==> src/sswm_pkg.sv <==
`timescale 1ns / 1ps
// ----------------------------------------------------------------------------
// Seed segment window matcher package
// Shared widths, constants, codes and controller/datapath handshake structs.
// ----------------------------------------------------------------------------
package sswm_pkg;

    localparam int NUM_CRACKS_DEF  = 4;
    localparam int MAX_CAND_DEF    = 64;
    localparam int CRACK_SLOTS     = 4;

    localparam int ANG_W     = 15;
    localparam int THETA_W   = 14;
    localparam int CFG_W     = 14;
    localparam int CFG_IDX_W = 3;
    localparam int HIT_W     = 4;
    localparam int IDX_W     = 6;
    localparam int SCORE_W   = 32;

    localparam logic [SCORE_W-1:0] SCORE_LIMIT = 32'd2560000;

    // Register indexes of the configuration port.
    typedef enum logic [CFG_IDX_W-1:0] {
        CFG_ETA_WINDOW       = 3'd0,
        CFG_CRACK_ETA_WINDOW = 3'd1,
        CFG_PHI_WINDOW       = 3'd2,
        CFG_CRACK_HALF_WIDTH = 3'd3,
        CFG_CRACK_ETA_A      = 3'd4,
        CFG_CRACK_ETA_B      = 3'd5,
        CFG_CRACK_ETA_C      = 3'd6,
        CFG_CRACK_ETA_D      = 3'd7
    } cfg_reg_t;

    typedef enum logic [3:0] {
        ST_IDLE,
        ST_EVAL,
        ST_SQ,
        ST_KM,
        ST_ACC,
        ST_DIV_INIT,
        ST_DIV,
        ST_UPDATE,
        ST_EMIT
    } state_t;

    // Chi-square terms, in the order the multiplier walks them.
    typedef enum logic [1:0] {
        TERM_POS_PHI,
        TERM_POS_THETA,
        TERM_DIR_PHI,
        TERM_DIR_THETA
    } term_t;

    typedef struct packed {
        logic  capture;
        logic  load_seed;
        logic  eval;
        logic  mul_sq;
        logic  mul_k;
        logic  acc;
        logic  div_init;
        logic  div_step;
        logic  update;
        logic  emit;
        term_t term;
    } cmd_t;

    typedef struct packed {
        logic is_seed;
        logic last;
        logic pass;
        logic chi_mode;
        logic div_done;
        logic out_free;
    } sts_t;

endpackage

==> src/sswm_if.sv <==
`timescale 1ns / 1ps
// ----------------------------------------------------------------------------
// Seed segment window matcher channels
// Valid/ready interfaces for the segment input and the result output.
// ----------------------------------------------------------------------------
interface sswm_in_if
    import sswm_pkg::*;
();
    logic                       valid;
    logic                       ready;
    logic                       req_type;
    logic signed [ANG_W-1:0]    pos_eta;
    logic signed [ANG_W-1:0]    pos_phi;
    logic        [THETA_W-1:0]  pos_theta;
    logic signed [ANG_W-1:0]    dir_phi;
    logic        [THETA_W-1:0]  dir_theta;
    logic                       is_drift_tube;
    logic                       is_slanted_ring;
    logic        [HIT_W-1:0]    hit_count;
    logic                       last;

    modport source (
        output valid, req_type, pos_eta, pos_phi, pos_theta, dir_phi, dir_theta,
               is_drift_tube, is_slanted_ring, hit_count, last,
        input  ready
    );
    modport sink (
        input  valid, req_type, pos_eta, pos_phi, pos_theta, dir_phi, dir_theta,
               is_drift_tube, is_slanted_ring, hit_count, last,
        output ready
    );
endinterface

interface sswm_out_if
    import sswm_pkg::*;
();
    logic                valid;
    logic                ready;
    logic                in_window;
    logic [IDX_W-1:0]    cand_index;
    logic                is_final;
    logic                match_found;
    logic [IDX_W-1:0]    best_index;
    logic [SCORE_W-1:0]  best_score;

    modport source (
        output valid, in_window, cand_index, is_final, match_found, best_index,
               best_score,
        input  ready
    );
    modport sink (
        input  valid, in_window, cand_index, is_final, match_found, best_index,
               best_score,
        output ready
    );
endinterface

==> src/sswm_ctrl.sv <==
`timescale 1ns / 1ps
// ----------------------------------------------------------------------------
// Seed segment window matcher controller
// Sequences window check, chi-square multiply steps, division and result.
// ----------------------------------------------------------------------------
module sswm_ctrl
    import sswm_pkg::*;
(
    input  logic clk,
    input  logic rst_n,
    input  logic in_valid,
    output logic in_ready,
    input  sts_t sts,
    output cmd_t cmd
);

    state_t state_reg, state_next;
    term_t  term_reg, term_next;

    always_ff @(posedge clk or negedge rst_n)
    begin
        if (!rst_n)
        begin
            state_reg <= ST_IDLE;
            term_reg  <= TERM_POS_PHI;
        end
        else
        begin
            state_reg <= state_next;
            term_reg  <= term_next;
        end
    end

    always_comb
    begin
        state_next = state_reg;
        term_next  = term_reg;
        cmd        = '0;
        cmd.term   = term_reg;
        in_ready   = 1'b0;
        case (state_reg)
            ST_IDLE:
            begin
                in_ready = 1'b1;
                if (in_valid)
                begin
                    cmd.capture = 1'b1;
                    state_next  = ST_EVAL;
                end
            end
            ST_EVAL:
            begin
                term_next = TERM_POS_PHI;
                if (sts.is_seed)
                begin
                    cmd.load_seed = 1'b1;
                    state_next    = sts.last ? ST_EMIT : ST_IDLE;
                end
                else
                begin
                    cmd.eval = 1'b1;
                    if (!sts.pass)
                        state_next = ST_EMIT;
                    else if (sts.chi_mode)
                        state_next = ST_SQ;
                    else
                        state_next = ST_DIV_INIT;
                end
            end
            ST_SQ:
            begin
                cmd.mul_sq = 1'b1;
                state_next = ST_KM;
            end
            ST_KM:
            begin
                cmd.mul_k  = 1'b1;
                state_next = ST_ACC;
            end
            ST_ACC:
            begin
                cmd.acc = 1'b1;
                if (term_reg == TERM_DIR_THETA)
                    state_next = ST_DIV_INIT;
                else
                begin
                    term_next  = term_t'(term_reg + 2'd1);
                    state_next = ST_SQ;
                end
            end
            ST_DIV_INIT:
            begin
                cmd.div_init = 1'b1;
                state_next   = ST_DIV;
            end
            ST_DIV:
            begin
                cmd.div_step = 1'b1;
                if (sts.div_done)
                    state_next = ST_UPDATE;
            end
            ST_UPDATE:
            begin
                cmd.update = 1'b1;
                state_next = ST_EMIT;
            end
            ST_EMIT:
            begin
                if (sts.out_free)
                begin
                    cmd.emit   = 1'b1;
                    state_next = ST_IDLE;
                end
            end
            default:
            begin
                state_next = ST_IDLE;
            end
        endcase
    end

endmodule

==> src/sswm_dp.sv <==
`timescale 1ns / 1ps
// ----------------------------------------------------------------------------
// Seed segment window matcher datapath
// Seed store, window check, shared multiplier, serial divider, best match.
// ----------------------------------------------------------------------------
module sswm_dp
    import sswm_pkg::*;
#(
    parameter int NUM_CRACKS     = NUM_CRACKS_DEF,
    parameter int MAX_CANDIDATES = MAX_CAND_DEF
)
(
    input  logic                      clk,
    input  logic                      rst_n,
    input  logic                      cfg_we,
    input  logic [CFG_IDX_W-1:0]      cfg_index,
    input  logic [CFG_W-1:0]          cfg_data,
    input  logic                      in_req_type,
    input  logic signed [ANG_W-1:0]   in_pos_eta,
    input  logic signed [ANG_W-1:0]   in_pos_phi,
    input  logic [THETA_W-1:0]        in_pos_theta,
    input  logic signed [ANG_W-1:0]   in_dir_phi,
    input  logic [THETA_W-1:0]        in_dir_theta,
    input  logic                      in_is_drift_tube,
    input  logic                      in_is_slanted_ring,
    input  logic [HIT_W-1:0]          in_hit_count,
    input  logic                      in_last,
    input  cmd_t                      cmd,
    output sts_t                      sts,
    output logic                      out_valid,
    input  logic                      out_ready,
    output logic                      out_in_window,
    output logic [IDX_W-1:0]          out_cand_index,
    output logic                      out_is_final,
    output logic                      out_match_found,
    output logic [IDX_W-1:0]          out_best_index,
    output logic [SCORE_W-1:0]        out_best_score
);

    localparam int CW        = $clog2(MAX_CANDIDATES + 1);
    localparam int DIV_W     = 33;
    localparam int DIV_STEPS = DIV_W;
    localparam int DCNT_W    = $clog2(DIV_STEPS);
    localparam int SQ_W      = 2 * THETA_W;
    localparam int PROD_W    = 50;
    localparam int DVS_W     = 7;
    localparam logic signed [15:0] FX_PI      = 16'sd12868;
    localparam logic signed [15:0] FX_TWO_PI  = 16'sd25736;
    localparam logic [15:0]        FX_HALF_PI = 16'd6434;

    function automatic logic signed [15:0] wrap_phi(input logic signed [15:0] d);
        logic signed [15:0] r;
        r = d;
        if (d > FX_PI)
            r = d - FX_TWO_PI;
        else if (d < -FX_PI)
            r = d + FX_TWO_PI;
        return r;
    endfunction

    function automatic logic [15:0] abs16(input logic signed [15:0] x);
        return (x < 0) ? 16'(-x) : 16'(x);
    endfunction

    // Configuration registers.
    logic [CFG_W-1:0] eta_win_reg, crack_win_reg, phi_win_reg, half_w_reg;
    logic [CFG_W-1:0] crack_reg [CRACK_SLOTS];

    function automatic logic in_crack(input logic signed [ANG_W-1:0] eta,
                                      input logic [CFG_W-1:0] half_w,
                                      input logic [CFG_W*CRACK_SLOTS-1:0] cracks);
        logic [15:0]        ae;
        logic signed [15:0] d;
        logic               hit;
        ae  = abs16(16'(eta));
        hit = 1'b0;
        for (int i = 0; i < NUM_CRACKS && i < CRACK_SLOTS; i++)
        begin
            d = $signed(ae) - $signed({2'b00, cracks[i*CFG_W +: CFG_W]});
            if (abs16(d) < {2'b00, half_w})
                hit = 1'b1;
        end
        return hit;
    endfunction

    logic [CFG_W*CRACK_SLOTS-1:0] crack_vec;
    always_comb
    begin
        for (int i = 0; i < CRACK_SLOTS; i++)
            crack_vec[i*CFG_W +: CFG_W] = crack_reg[i];
    end

    always_ff @(posedge clk or negedge rst_n)
    begin
        if (!rst_n)
        begin
            eta_win_reg   <= 14'd819;
            crack_win_reg <= 14'd1024;
            phi_win_reg   <= 14'd1024;
            half_w_reg    <= '0;
            for (int i = 0; i < CRACK_SLOTS; i++)
                crack_reg[i] <= '0;
        end
        else if (cfg_we)
        begin
            case (cfg_reg_t'(cfg_index))
                CFG_ETA_WINDOW:       eta_win_reg   <= cfg_data;
                CFG_CRACK_ETA_WINDOW: crack_win_reg <= cfg_data;
                CFG_PHI_WINDOW:       phi_win_reg   <= cfg_data;
                CFG_CRACK_HALF_WIDTH: half_w_reg    <= cfg_data;
                CFG_CRACK_ETA_A:      crack_reg[0]  <= cfg_data;
                CFG_CRACK_ETA_B:      crack_reg[1]  <= cfg_data;
                CFG_CRACK_ETA_C:      crack_reg[2]  <= cfg_data;
                CFG_CRACK_ETA_D:      crack_reg[3]  <= cfg_data;
                default:              ;
            endcase
        end
    end

    // Captured item.
    logic                     c_req_reg, c_dtc_reg, c_slc_reg, c_last_reg;
    logic signed [ANG_W-1:0]  c_pe_reg, c_pp_reg, c_dp_reg;
    logic [THETA_W-1:0]       c_pt_reg, c_dt_reg;
    logic [HIT_W-1:0]         c_hits_reg;

    always_ff @(posedge clk)
    begin
        if (cmd.capture)
        begin
            c_req_reg  <= in_req_type;
            c_pe_reg   <= in_pos_eta;
            c_pp_reg   <= in_pos_phi;
            c_pt_reg   <= in_pos_theta;
            c_dp_reg   <= in_dir_phi;
            c_dt_reg   <= in_dir_theta;
            c_dtc_reg  <= in_is_drift_tube;
            c_slc_reg  <= in_is_slanted_ring;
            c_hits_reg <= in_hit_count;
            c_last_reg <= in_last;
        end
    end

    // Seed and match state.
    logic signed [ANG_W-1:0] s_eta_reg, s_pp_reg, s_dp_reg;
    logic [THETA_W-1:0]      s_pt_reg;
    logic [2:0]              s_flags_reg;
    logic [SCORE_W-1:0]      best_score_reg, first_score_reg;
    logic [IDX_W-1:0]        best_idx_reg, first_idx_reg;
    logic [1:0]              pass_cnt_reg;
    logic [CW-1:0]           cnt_reg;

    // Window check on the captured candidate.
    logic [15:0]  deta, dphi_abs, dphig_abs, dird_abs, dpd_raw, dpd, b_abs, d_abs;
    logic         ovf, crack, pass;
    logic [13:0]  win;
    logic [HIT_W-1:0] pen;

    always_comb
    begin
        deta      = abs16(16'(c_pe_reg) - 16'(s_eta_reg));
        dphi_abs  = abs16(wrap_phi(16'(c_pp_reg) - 16'(s_pp_reg)));
        dphig_abs = abs16(wrap_phi(16'(s_pp_reg) - 16'(c_pp_reg)));
        dird_abs  = abs16(wrap_phi(16'(c_dp_reg) - 16'(s_dp_reg)));
        dpd_raw   = abs16(wrap_phi(16'(c_dp_reg) - 16'(c_pp_reg)));
        dpd       = (dpd_raw > FX_HALF_PI) ? 16'(FX_PI) - dpd_raw : dpd_raw;
        b_abs     = abs16($signed({2'b00, s_pt_reg}) - $signed({2'b00, c_pt_reg}));
        d_abs     = abs16($signed({2'b00, c_pt_reg}) - $signed({2'b00, c_dt_reg}));
        ovf       = (cnt_reg >= CW'(MAX_CANDIDATES));
        crack     = in_crack(c_pe_reg, half_w_reg, crack_vec) || s_flags_reg[2];
        win       = crack ? crack_win_reg : eta_win_reg;
        pass      = !ovf && (deta <= {2'b00, win}) && (dphi_abs <= {2'b00, phi_win_reg});
        pen       = (c_hits_reg > 4'd3) ? c_hits_reg - 4'd2 : 4'd1;
    end

    // Operands latched at evaluation.
    logic                 pass_reg, dt_mode_reg, sl_mode_reg;
    logic [IDX_W-1:0]     idx_reg;
    logic [HIT_W-1:0]     pen_reg;
    logic [THETA_W-1:0]   ta_reg, tb_reg, tc_reg, td_reg, dird_reg;

    // Shared multiplier, accumulator and restoring divider.
    logic [PROD_W-1:0]    mul_reg, acc_reg;
    logic [DIV_W-1:0]     div_reg;
    logic [DVS_W-1:0]     rem_reg, dvs_reg;
    logic [DCNT_W-1:0]    dcnt_reg;

    logic [THETA_W-1:0]   term_val;
    logic [21:0]          term_k;
    logic [DVS_W:0]       trial;
    logic                 qbit;
    logic [DVS_W-1:0]     pen9;
    logic [PROD_W:0]      chi_num;
    logic [SCORE_W-1:0]   score;

    always_comb
    begin
        case (cmd.term)
            TERM_POS_PHI:   begin term_val = ta_reg; term_k = 22'd90000;   end
            TERM_POS_THETA: begin term_val = tb_reg; term_k = 22'd4000000; end
            TERM_DIR_PHI:   begin term_val = tc_reg; term_k = 22'd10000;   end
            TERM_DIR_THETA: begin term_val = td_reg; term_k = 22'd5625;    end
            default:        begin term_val = ta_reg; term_k = 22'd90000;   end
        endcase
        trial   = {rem_reg, div_reg[DIV_W-1]};
        qbit    = (trial >= {1'b0, dvs_reg});
        pen9    = DVS_W'({3'd0, pen_reg} * 7'd9);
        // Half the denominator 9 * 2^18 * penalty, added for rounding.
        chi_num = {1'b0, acc_reg} + (PROD_W+1)'({pen9, 17'd0});
        score   = div_reg[DIV_W-1] ? '1 : div_reg[SCORE_W-1:0];
    end

    always_ff @(posedge clk)
    begin
        if (cmd.eval)
        begin
            ta_reg      <= dphig_abs[THETA_W-1:0];
            tb_reg      <= b_abs[THETA_W-1:0];
            tc_reg      <= dpd[THETA_W-1:0];
            td_reg      <= d_abs[THETA_W-1:0];
            dird_reg    <= dird_abs[THETA_W-1:0];
            pen_reg     <= pen;
            dt_mode_reg <= s_flags_reg[0] || c_dtc_reg;
            sl_mode_reg <= s_flags_reg[1] || c_slc_reg;
        end
        if (cmd.eval)
            acc_reg <= '0;
        else if (cmd.acc)
            acc_reg <= acc_reg + mul_reg;
        if (cmd.mul_sq)
            mul_reg <= PROD_W'(SQ_W'(term_val) * SQ_W'(term_val));
        else if (cmd.mul_k)
            mul_reg <= PROD_W'(mul_reg[SQ_W-1:0]) * PROD_W'(term_k);
        if (cmd.div_init)
        begin
            rem_reg  <= '0;
            dcnt_reg <= '0;
            if (dt_mode_reg)
            begin
                div_reg <= DIV_W'(({1'b0, dird_reg} + 15'd8) >> 4);
                dvs_reg <= DVS_W'(1);
            end
            else if (sl_mode_reg)
            begin
                div_reg <= DIV_W'(({1'b0, ta_reg} + {8'd0, pen_reg, 3'd0}) >> 4);
                dvs_reg <= DVS_W'(pen_reg);
            end
            else
            begin
                div_reg <= chi_num[PROD_W:18];
                dvs_reg <= pen9;
            end
        end
        else if (cmd.div_step)
        begin
            rem_reg  <= qbit ? DVS_W'(trial - {1'b0, dvs_reg}) : trial[DVS_W-1:0];
            div_reg  <= {div_reg[DIV_W-2:0], qbit};
            dcnt_reg <= dcnt_reg + 1'b1;
        end
    end

    // Result of the list as it stands.
    logic                 fin_match;
    logic [IDX_W-1:0]     fin_idx;
    logic [SCORE_W-1:0]   fin_score;

    always_comb
    begin
        fin_match = 1'b0;
        fin_idx   = '0;
        fin_score = '0;
        if (pass_cnt_reg == 2'd1)
        begin
            fin_match = 1'b1;
            fin_idx   = first_idx_reg;
            fin_score = first_score_reg;
        end
        else if (pass_cnt_reg == 2'd2 && best_score_reg < SCORE_LIMIT)
        begin
            fin_match = 1'b1;
            fin_idx   = best_idx_reg;
            fin_score = best_score_reg;
        end
    end

    always_ff @(posedge clk or negedge rst_n)
    begin
        if (!rst_n)
        begin
            s_eta_reg       <= '0;
            s_pp_reg        <= '0;
            s_dp_reg        <= '0;
            s_pt_reg        <= '0;
            s_flags_reg     <= '0;
            best_score_reg  <= SCORE_LIMIT;
            best_idx_reg    <= '0;
            first_idx_reg   <= '0;
            first_score_reg <= '0;
            pass_cnt_reg    <= '0;
            cnt_reg         <= '0;
            pass_reg        <= 1'b0;
            idx_reg         <= '0;
            out_valid       <= 1'b0;
        end
        else
        begin
            if (cmd.load_seed)
            begin
                s_eta_reg   <= c_pe_reg;
                s_pp_reg    <= c_pp_reg;
                s_dp_reg    <= c_dp_reg;
                s_pt_reg    <= c_pt_reg;
                s_flags_reg <= {in_crack(c_pe_reg, half_w_reg, crack_vec),
                                c_slc_reg, c_dtc_reg};
                pass_reg    <= 1'b0;
                idx_reg     <= '0;
            end
            if (cmd.eval)
            begin
                pass_reg <= pass;
                idx_reg  <= ovf ? IDX_W'(MAX_CANDIDATES - 1) : IDX_W'(cnt_reg);
                if (!ovf)
                    cnt_reg <= cnt_reg + 1'b1;
            end
            if (cmd.update)
            begin
                if (pass_cnt_reg == 2'd0)
                begin
                    first_idx_reg   <= idx_reg;
                    first_score_reg <= score;
                end
                if (pass_cnt_reg != 2'd2)
                    pass_cnt_reg <= pass_cnt_reg + 2'd1;
                if (score < best_score_reg)
                begin
                    best_score_reg <= score;
                    best_idx_reg   <= idx_reg;
                end
            end
            if (cmd.load_seed || (cmd.emit && c_last_reg))
            begin
                best_score_reg  <= SCORE_LIMIT;
                best_idx_reg    <= '0;
                first_idx_reg   <= '0;
                first_score_reg <= '0;
                pass_cnt_reg    <= '0;
                cnt_reg         <= '0;
            end
            if (cmd.emit)
                out_valid <= 1'b1;
            else if (out_ready)
                out_valid <= 1'b0;
        end
    end

    always_ff @(posedge clk)
    begin
        if (cmd.emit)
        begin
            out_in_window   <= pass_reg;
            out_cand_index  <= idx_reg;
            out_is_final    <= c_last_reg;
            out_match_found <= c_last_reg && fin_match;
            out_best_index  <= c_last_reg ? fin_idx : '0;
            out_best_score  <= c_last_reg ? fin_score : '0;
        end
    end

    always_comb
    begin
        sts.is_seed  = !c_req_reg;
        sts.last     = c_last_reg;
        sts.pass     = pass;
        sts.chi_mode = !(s_flags_reg[0] || c_dtc_reg || s_flags_reg[1] || c_slc_reg);
        sts.div_done = (dcnt_reg == DCNT_W'(DIV_STEPS - 1));
        sts.out_free = !out_valid || out_ready;
    end

endmodule

==> src/seed_segment_window_matcher.sv <==
`timescale 1ns / 1ps
// ----------------------------------------------------------------------------
// Seed segment window matcher
// Matches a stream of candidate segments against a loaded seed segment.
// ----------------------------------------------------------------------------
// A seed item is captured and loads the reference segment; it returns a final
// item only when it also closes the list. A candidate that fails the eta or
// phi window goes straight from the window check to its result. A passing
// drift tube or slanted ring candidate then runs the divider; a passing
// chi-square candidate runs the multiplier first. The 33-step restoring
// divider forms every rounded score one quotient bit a cycle, and the single
// shared multiplier takes three steps per term (square, scale, accumulate).
// The block holds one item at a time; a finished result waits in the output
// register while the next item is accepted, and only the final hand-over of
// that next result waits for the output side. There is no clearing pass after
// reset; configuration writes take effect on the next clock edge.
// ----------------------------------------------------------------------------
module seed_segment_window_matcher
    import sswm_pkg::*;
#(
    parameter int NUM_CRACKS     = NUM_CRACKS_DEF,
    parameter int MAX_CANDIDATES = MAX_CAND_DEF
)
(
    input  logic                  clk,
    input  logic                  rst_n,
    sswm_in_if.sink               in_ch,
    sswm_out_if.source            out_ch,
    input  logic                  cfg_we,
    input  logic [CFG_IDX_W-1:0]  cfg_index,
    input  logic [CFG_W-1:0]      cfg_data
);

    cmd_t cmd;
    sts_t sts;

    // The controller only steps the sequence; all arithmetic and state that
    // the results depend on live in the datapath.
    sswm_ctrl u_ctrl (
        .clk      (clk),
        .rst_n    (rst_n),
        .in_valid (in_ch.valid),
        .in_ready (in_ch.ready),
        .sts      (sts),
        .cmd      (cmd)
    );

    sswm_dp #(
        .NUM_CRACKS     (NUM_CRACKS),
        .MAX_CANDIDATES (MAX_CANDIDATES)
    ) u_dp (
        .clk                (clk),
        .rst_n              (rst_n),
        .cfg_we             (cfg_we),
        .cfg_index          (cfg_index),
        .cfg_data           (cfg_data),
        .in_req_type        (in_ch.req_type),
        .in_pos_eta         (in_ch.pos_eta),
        .in_pos_phi         (in_ch.pos_phi),
        .in_pos_theta       (in_ch.pos_theta),
        .in_dir_phi         (in_ch.dir_phi),
        .in_dir_theta       (in_ch.dir_theta),
        .in_is_drift_tube   (in_ch.is_drift_tube),
        .in_is_slanted_ring (in_ch.is_slanted_ring),
        .in_hit_count       (in_ch.hit_count),
        .in_last            (in_ch.last),
        .cmd                (cmd),
        .sts                (sts),
        .out_valid          (out_ch.valid),
        .out_ready          (out_ch.ready),
        .out_in_window      (out_ch.in_window),
        .out_cand_index     (out_ch.cand_index),
        .out_is_final       (out_ch.is_final),
        .out_match_found    (out_ch.match_found),
        .out_best_index     (out_ch.best_index),
        .out_best_score     (out_ch.best_score)
    );

endmodule

==> src/flat_wrapper.sv <==
// flat-port wrapper written by rule: the top's interface ports become plain ports
module seed_segment_window_matcher_flat import sswm_pkg::*;
#(
    parameter int NUM_CRACKS     = NUM_CRACKS_DEF,
    parameter int MAX_CANDIDATES = MAX_CAND_DEF
)
  (clk, rst_n, cfg_we, cfg_index, cfg_data, in_ch_valid, in_ch_req_type, in_ch_pos_eta, in_ch_pos_phi, in_ch_pos_theta, in_ch_dir_phi, in_ch_dir_theta, in_ch_is_drift_tube, in_ch_is_slanted_ring, in_ch_hit_count, in_ch_last, in_ch_ready, out_ch_valid, out_ch_in_window, out_ch_cand_index, out_ch_is_final, out_ch_match_found, out_ch_best_index, out_ch_best_score, out_ch_ready);
  sswm_in_if in_ch_i ();
  sswm_out_if out_ch_i ();
  input  logic clk;
  input  logic rst_n;
  input  logic cfg_we;
  input  logic [CFG_IDX_W-1:0] cfg_index;
  input  logic [CFG_W-1:0] cfg_data;
  input wire logic [$bits(in_ch_i.valid)-1:0] in_ch_valid;
  input wire logic [$bits(in_ch_i.req_type)-1:0] in_ch_req_type;
  input wire logic [$bits(in_ch_i.pos_eta)-1:0] in_ch_pos_eta;
  input wire logic [$bits(in_ch_i.pos_phi)-1:0] in_ch_pos_phi;
  input wire logic [$bits(in_ch_i.pos_theta)-1:0] in_ch_pos_theta;
  input wire logic [$bits(in_ch_i.dir_phi)-1:0] in_ch_dir_phi;
  input wire logic [$bits(in_ch_i.dir_theta)-1:0] in_ch_dir_theta;
  input wire logic [$bits(in_ch_i.is_drift_tube)-1:0] in_ch_is_drift_tube;
  input wire logic [$bits(in_ch_i.is_slanted_ring)-1:0] in_ch_is_slanted_ring;
  input wire logic [$bits(in_ch_i.hit_count)-1:0] in_ch_hit_count;
  input wire logic [$bits(in_ch_i.last)-1:0] in_ch_last;
  output wire logic [$bits(in_ch_i.ready)-1:0] in_ch_ready;
  output wire logic [$bits(out_ch_i.valid)-1:0] out_ch_valid;
  output wire logic [$bits(out_ch_i.in_window)-1:0] out_ch_in_window;
  output wire logic [$bits(out_ch_i.cand_index)-1:0] out_ch_cand_index;
  output wire logic [$bits(out_ch_i.is_final)-1:0] out_ch_is_final;
  output wire logic [$bits(out_ch_i.match_found)-1:0] out_ch_match_found;
  output wire logic [$bits(out_ch_i.best_index)-1:0] out_ch_best_index;
  output wire logic [$bits(out_ch_i.best_score)-1:0] out_ch_best_score;
  input wire logic [$bits(out_ch_i.ready)-1:0] out_ch_ready;
  assign in_ch_i.valid = in_ch_valid;
  assign in_ch_i.req_type = in_ch_req_type;
  assign in_ch_i.pos_eta = in_ch_pos_eta;
  assign in_ch_i.pos_phi = in_ch_pos_phi;
  assign in_ch_i.pos_theta = in_ch_pos_theta;
  assign in_ch_i.dir_phi = in_ch_dir_phi;
  assign in_ch_i.dir_theta = in_ch_dir_theta;
  assign in_ch_i.is_drift_tube = in_ch_is_drift_tube;
  assign in_ch_i.is_slanted_ring = in_ch_is_slanted_ring;
  assign in_ch_i.hit_count = in_ch_hit_count;
  assign in_ch_i.last = in_ch_last;
  assign in_ch_ready = in_ch_i.ready;
  assign out_ch_valid = out_ch_i.valid;
  assign out_ch_in_window = out_ch_i.in_window;
  assign out_ch_cand_index = out_ch_i.cand_index;
  assign out_ch_is_final = out_ch_i.is_final;
  assign out_ch_match_found = out_ch_i.match_found;
  assign out_ch_best_index = out_ch_i.best_index;
  assign out_ch_best_score = out_ch_i.best_score;
  assign out_ch_i.ready = out_ch_ready;
  seed_segment_window_matcher #(.NUM_CRACKS(NUM_CRACKS), .MAX_CANDIDATES(MAX_CANDIDATES)) u_core (.clk(clk), .rst_n(rst_n), .in_ch(in_ch_i), .out_ch(out_ch_i), .cfg_we(cfg_we), .cfg_index(cfg_index), .cfg_data(cfg_data));
endmodule
==> config.mk <==
export PLATFORM = sky130hd
export DESIGN_NAME = seed_segment_window_matcher_flat
export DESIGN_NICKNAME = d
export VERILOG_FILES = /design/src/sswm_pkg.sv /design/src/sswm_if.sv /design/src/sswm_ctrl.sv /design/src/sswm_dp.sv /design/src/seed_segment_window_matcher.sv /design/src/flat_wrapper.sv
export SDC_FILE = /design/constraint.sdc
export NUM_CORES = 2
export LEC_CHECK = 0
export BUFFER_PORTS_ARGS = -buffer_cell sky130_fd_sc_hd__buf_2
export CAP_MARGIN = 20
export CORE_ASPECT_RATIO = 1.75
export CORE_MARGIN = 8
export CORE_UTILIZATION = 40
export DETAILED_ROUTE_END_ITERATION = 8
export PLACE_DENSITY = 0.53
export SLEW_MARGIN = 0
export SYNTH_ARGS = -nofsm -noshare
export SYNTH_HDL_FRONTEND = slang
export SYNTH_SLANG_ARGS = --single-unit
==> constraint.sdc <==
create_clock -name clk -period 26.3 [get_ports clk]
set_input_delay 2.63 -clock clk [delete_from_list [all_inputs] [get_ports clk]]
set_output_delay 2.63 -clock clk [all_outputs]
set_load 0.01 [all_outputs]
# Yosys cells after proc, flatten, opt, wreduce, memory -nomap -nowiden
# Cells that the tools add are included.
# Widths: inputs -> output; s select.
# word_totals
register_bits	630
inputBits	103
out_inout_bits	49
elab_cells	296
# classes
add_sub_neg	42
n_mul	3
n_lt_le_gt_ge	32
n_eq_ne	27
n_mux	93
reduce_logical	43
# ops
operator	n
$mux 32	9
$mux 16	16
$lt 16x1->1 const B	9
$mux 33	4
$neg 16->16	7
$pmux 22 s4	1
$mux 14	6
$sub 15x15->16	5
$mux 6	11
$add 16x16->16 const B	4
$gt 16x15->1 const B	4
$lt 16x14->1	4
$lt 16x15->1 const B	4
$sub 16x15->16	4
$sub 16x16->16 const B	4
$mux 28	2
$neg 14->14	4
$pmux 14 s4	1
$add 50x24->51	1
$add 50x50->50	1
$mul 28x22->50	1
$lt 15x1->1 const B	3
$pmux 4 s9	1
$le 16x14->1	2
46 further kinds	132

# Logic depth before layout (Yosys ltp)
# logic_depth
ltp_word	18
mapped_depth	55
depth_no_buf	53

# By module
# A second synthesis with hierarchy kept.
# hier_totals
cells_unflattened	6934
area_unflattened_um2	64720.8
# modules_own_cells
mod	instances	cells_per_inst	area_per_inst_um2	seq_area_each_um2
sswm_dp	1	6878	64247.9	16477.1
sswm_ctrl	1	56	473.0	150.1

# Worst setup path after synthesis
# OpenSTA, ideal clock, no wires.
# synth_timing
kind	flip-flop to flip-flop
from	register u_core.u_ctrl.term_reg[0]
to	register u_core.u_dp.mul_reg[48]
setup_time_ns	0.129
arrival_time_ns	8.828
required_ns	26.171
setup_slack_ns	17.343
stages_incl_launch_ff	34
path_buffers	5
period_less_slack_ns	8.957
path_cell_list	dfrtp_1 -> inv_1 -> clkbuf_1 -> ha_1 -> clkbuf_1 -> inv_1 -> clkbuf_1 -> clkbuf_1 -> buf_1 -> nor2_1 -> or2_2 -> fa_1 -> fa_1 -> fa_1 -> fa_1 -> inv_1 -> fa_1 -> inv_1 -> fa_1 -> fa_1 -> ha_1 -> nand2_1 -> o311ai_0 -> a21oi_1 -> o21ai_0 -> a221o_1 -> a31oi_1 -> o311ai_0 -> nand2_1 -> o21ai_0 -> a31oi_1 -> a21oi_1 -> xnor2_1 -> o21ai_0
# synth_via
elab_chain_cells	3
elab_cells_between_ends	6
# synth_rtl
element	line	rtl
start: declaration	sswm_ctrl.sv:18	term_t term_reg, term_next;
start signal: assignment	sswm_ctrl.sv:30	term_reg <= term_next;
$eq 2x2->1, or another cell as far along	sswm_dp.sv:197	case (cmd.term)
$pmux 22 s4 (*)	sswm_dp.sv:197	
$mul 28x22->50 (*)	sswm_dp.sv:232	mul_reg <= PROD_W'(mul_reg[SQ_W-1:0]) * PROD_W'(term_k);
end signal: assignment	sswm_dp.sv:230	mul_reg <= PROD_W'(SQ_W'(term_val) * SQ_W'(term_val));
end signal: assignment	sswm_dp.sv:232	
end: declaration	sswm_dp.sv:182	logic [PROD_W-1:0] mul_reg, acc_reg;
# Every way passes the cells marked *; elsewhere a longest branch is shown, timed or not. The select of a mux whose other input is x is not followed.
# A chain may end at the register's enable or synchronous reset.

# Final worst setup path
# layout_timing
from	register u_core.u_dp.c_pe_reg[14]
to	register u_core.u_ctrl.state_reg[0]
# layout_via
elab_chain_cells	18
elab_cells_between_ends	39
# layout_rtl
element	line	rtl
start: declaration	sswm_dp.sv:122	logic signed [ANG_W-1:0] c_pe_reg, c_pp_reg, c_dp_reg;
start signal: assignment	sswm_dp.sv:131	c_pe_reg <= in_pos_eta;
$neg 15->16 / $lt 15x1->1 (equally long branches)	sswm_dp.sv:62	return (x < 0) ? 16'(-x) : 16'(x);
$mux 16	sswm_dp.sv:62	
$sub 16x15->16	sswm_dp.sv:79	d = $signed(ae) - $signed({2'b00, cracks[i*CFG_W +: CFG_W]});
$neg 16->16 / $lt 16x1->1 (equally long branches)	sswm_dp.sv:62	
$mux 16	sswm_dp.sv:62	
$lt 16x14->1	sswm_dp.sv:80	if (abs16(d) < {2'b00, half_w})
$mux 1 (4 in a row)	sswm_dp.sv:80	
$logic_or 1x1->1	sswm_dp.sv:169	crack = in_crack(c_pe_reg, half_w_reg, crack_vec) || s_flags_reg[2];
$mux 14	sswm_dp.sv:170	win = crack ? crack_win_reg : eta_win_reg;
$le 16x14->1 (*)	sswm_dp.sv:171	pass = !ovf && (deta <= {2'b00, win}) && (dphi_abs <= {2'b00, phi_win_reg});
$logic_and 1x1->1 (*) (2 in a row)	sswm_dp.sv:171	
$mux 4 (*)	sswm_ctrl.sv:62	if (!sts.pass)
$mux 4 (*)	sswm_ctrl.sv:54	if (sts.is_seed)
$pmux 4 s9 (*)	sswm_ctrl.sv:41	case (state_reg)
end signal: assignment	sswm_ctrl.sv:29	state_reg <= state_next;
end: declaration	sswm_ctrl.sv:17	state_t state_reg, state_next;
# Every way passes the cells marked *; elsewhere a longest branch is shown, timed or not.

==> metrics <==
status finished, final reports clean; Synth Flop Type edfxtp_1; I/O pins about 150; met2 usage a little over two fifths; CTS buffer count slightly below 70; antenna-violating nets left 0; first-pass GRT wire length 295000 microns; Post-CTS Setup Bufs 0; data required time of the worst path approximately 27000 ps; Netlist Area Pre-Place 0.0644 sq mm; Layout Nets roughly 8400; Detailed Place HPWL between 150000 and 200000 microns; Die Y ~550 microns; CP arrival between 10000 and 15000 ps; worst slew pin tran ~1100 ps; number of synthesized flops with an enable pin 269; Setup CP Type reg -> reg; area delta synth->final 8.60%; Port Buffers between 150 and 200; synth top area cells fa_1 17%, ha_1 13%, edfxtp_1 13%; syn_nets between 8000 and 9000; endpoints failing hold 0; Min Clock Period, post-route 10760 ps; Clk Latency, worst-skew pair between 600 and 700 ps; met1 usage between 20% and 30%; Synth Register Bits 627; Die Wd 319 microns; Setup Total Neg Slack 0 ps; initial antenna violation count 5; CP Launch Type flop; Detailed Routing Iterations Pass 1 5; GP Congestion 0.917; unrepaired setup endpoints after global routing false; pin count of the biggest net entering global routing roughly 140; Hold Path Class reg -> reg; Async SR Flop Fraction a little over two fifths; initial core utilization roughly two fifths; clock skew around 33 ps; clock slew at reported path FFs 70 ps; Final Setup Violations 0; DR WL/cell between 20 and 25 microns; Slew Viols, Final 0; FMAX a little over 90 MHz; final wirelength 187000 microns; Max-Cap Viols 0; period utilization between 40 and 50%; layer with the highest usage met2; crit-path most repeated cell o21a_1; drt drc 0; cell row count 195; Yosys top cell area share between 15 and 20%; CP max stage cell nor3_1; initial DRC count 2146; vias in the first global route between 50000 and 60000; area leader, netlist fa_1; CP peak stage delay between 700 and 800 ps; Netlist cell types between 100 and 150; Clock Path Buffers 3; vias a little under 50000; layout cells sized above 1 around 9%; clk sink count 627; # resized after CTS 0; Core Footprint approximately 0.16 sq mm; clock tree from TritonCTS yes; H-tree Lvls 3; met3 usage 1.88%; Synth Area per Inst between 9 and 10 sq um; yosys warns 0; kind of end point of the critical path flop; Seq/Total Area, Yosys between 20% and 30%; max FFs per register between 50 and 60; vias per std cell 5.33; crit-path max FO 17; GRT Resource Usage Total between 20% and 30%; die area between 0.15 and 0.2 sq mm; CTS root buf clkbuf_16; Cells after Synth 6942; global route total overflow 0; hold buffer count at CTS 0; Slew HR around 25%
Yosys cell counts, types with 121 or more instances:
| cell | instances |
|---|---|
| xor2_1 | 135 |
| o21ai_0 | 375 |
| fa_1 | 539 |
| xnor2_1 | 302 |
| dfrtp_1 | 260 |
| inv_1 | 990 |
| nand2_1 | 563 |
| edfxtp_1 | 269 |
| nor2_1 | 565 |
| nor3_1 | 121 |
| ha_1 | 692 |
| clkbuf_1 | 158 |
| a21oi_1 | 288 |
placed cells by master, fill, tap and decap left out, drive strengths merged, types with 107 or more instances in the layout:
cell / instances
a21o: 109
a21oi: 295
buf: 215
dfrtp: 260
edfxtp: 269
fa: 539
ha: 692
inv: 998
mux2: 107
nand2: 564
nor2: 566
nor3: 122
o21ai: 394
xnor2: 303
xor2: 137
stage by stage:
stage / area (sq um) / utilization [%] / setup slack [ps] / hold WS [ps] / std cells
4_1_cts: 70000 / 43.6 / 15500 / 458 / 9169
5_1_grt: 70000 / 43.6 / 14500 / 488 / 9170
3_3_place_gp: 67600 / 42.1 / 15560 / 444 / 9042
6_report: 70000 / 43.6 / 15540 / 457 / 9170
2_1_floorplan: 64400 / - / 17340 / 425 / 6942
3_5_place_dp: 67600 / 42.1 / 15550 / 449 / 9043
critical path: cells and delay by family (launching register included):
kind	cells	cell delay (ps)
buffers and inverters	1	220
AOI/OAI and AO/OA	34	6680
and+or+nand+nor	8	1870
DFF	1	620
muxes	1	140
xor gates and xnor gates	1	170
adders and majority gates	3	960
cell type report:
class | instances | area, sq um
tap | 2068 | 2590
timing repair buffer | 215 | 1260
clock inverter | 45 | 533
fill | 15800 | 90600
clock buffer | 81 | 1840
sequential | 627 | 16600
inverter | 991 | 3720
antenna | 1 | 2.50
multi-input combinational | 5142 | 43400
cell families after synthesis:
kind of cell,share of synthesized area (%)
flip-flops,25.8
adder cells (fa/ha/maj),30.2
AND/OR/NAND/NOR,14.2
AO/OA/AOI/OAI,14.1
multiplexers,2.76
XOR/XNOR,6.02
buffers and inverters,6.92
metal layers:
layer	wire length, microns	vias to the layer above	part of all wire (%)
met5	0	-	0
met4	9830	0	5.2
met3	4300	368	2.3
met2	106000	803	57
met1	67200	24000	36
li1	-	23700	-
path summary, 6_finish.rpt:
path	startpoint	depth (start not counted)	slack [ps]	end
setup reg to reg	u_core.u_dp.c_pe_reg[14]	48	15540	u_core.u_ctrl.state_reg[0]
hold / removal	u_core.u_dp.acc_reg[7]	2	460	u_core.u_dp.acc_reg[7]
max in group asynchronous	rst_n	2	23000	u_core.u_dp.half_w_reg[4]
hold reg to reg	u_core.u_dp.acc_reg[7]	2	460	u_core.u_dp.acc_reg[7]
setup / recovery	u_core.u_dp.c_pe_reg[14]	48	15540	u_core.u_ctrl.state_reg[0]
min in group asynchronous	rst_n	1	1920	u_core.u_dp.first_score_reg[11]
Power is left out: the tool's default activity adds up to more than one toggle a clock period on the data nets, which glitch-free logic cannot reach.
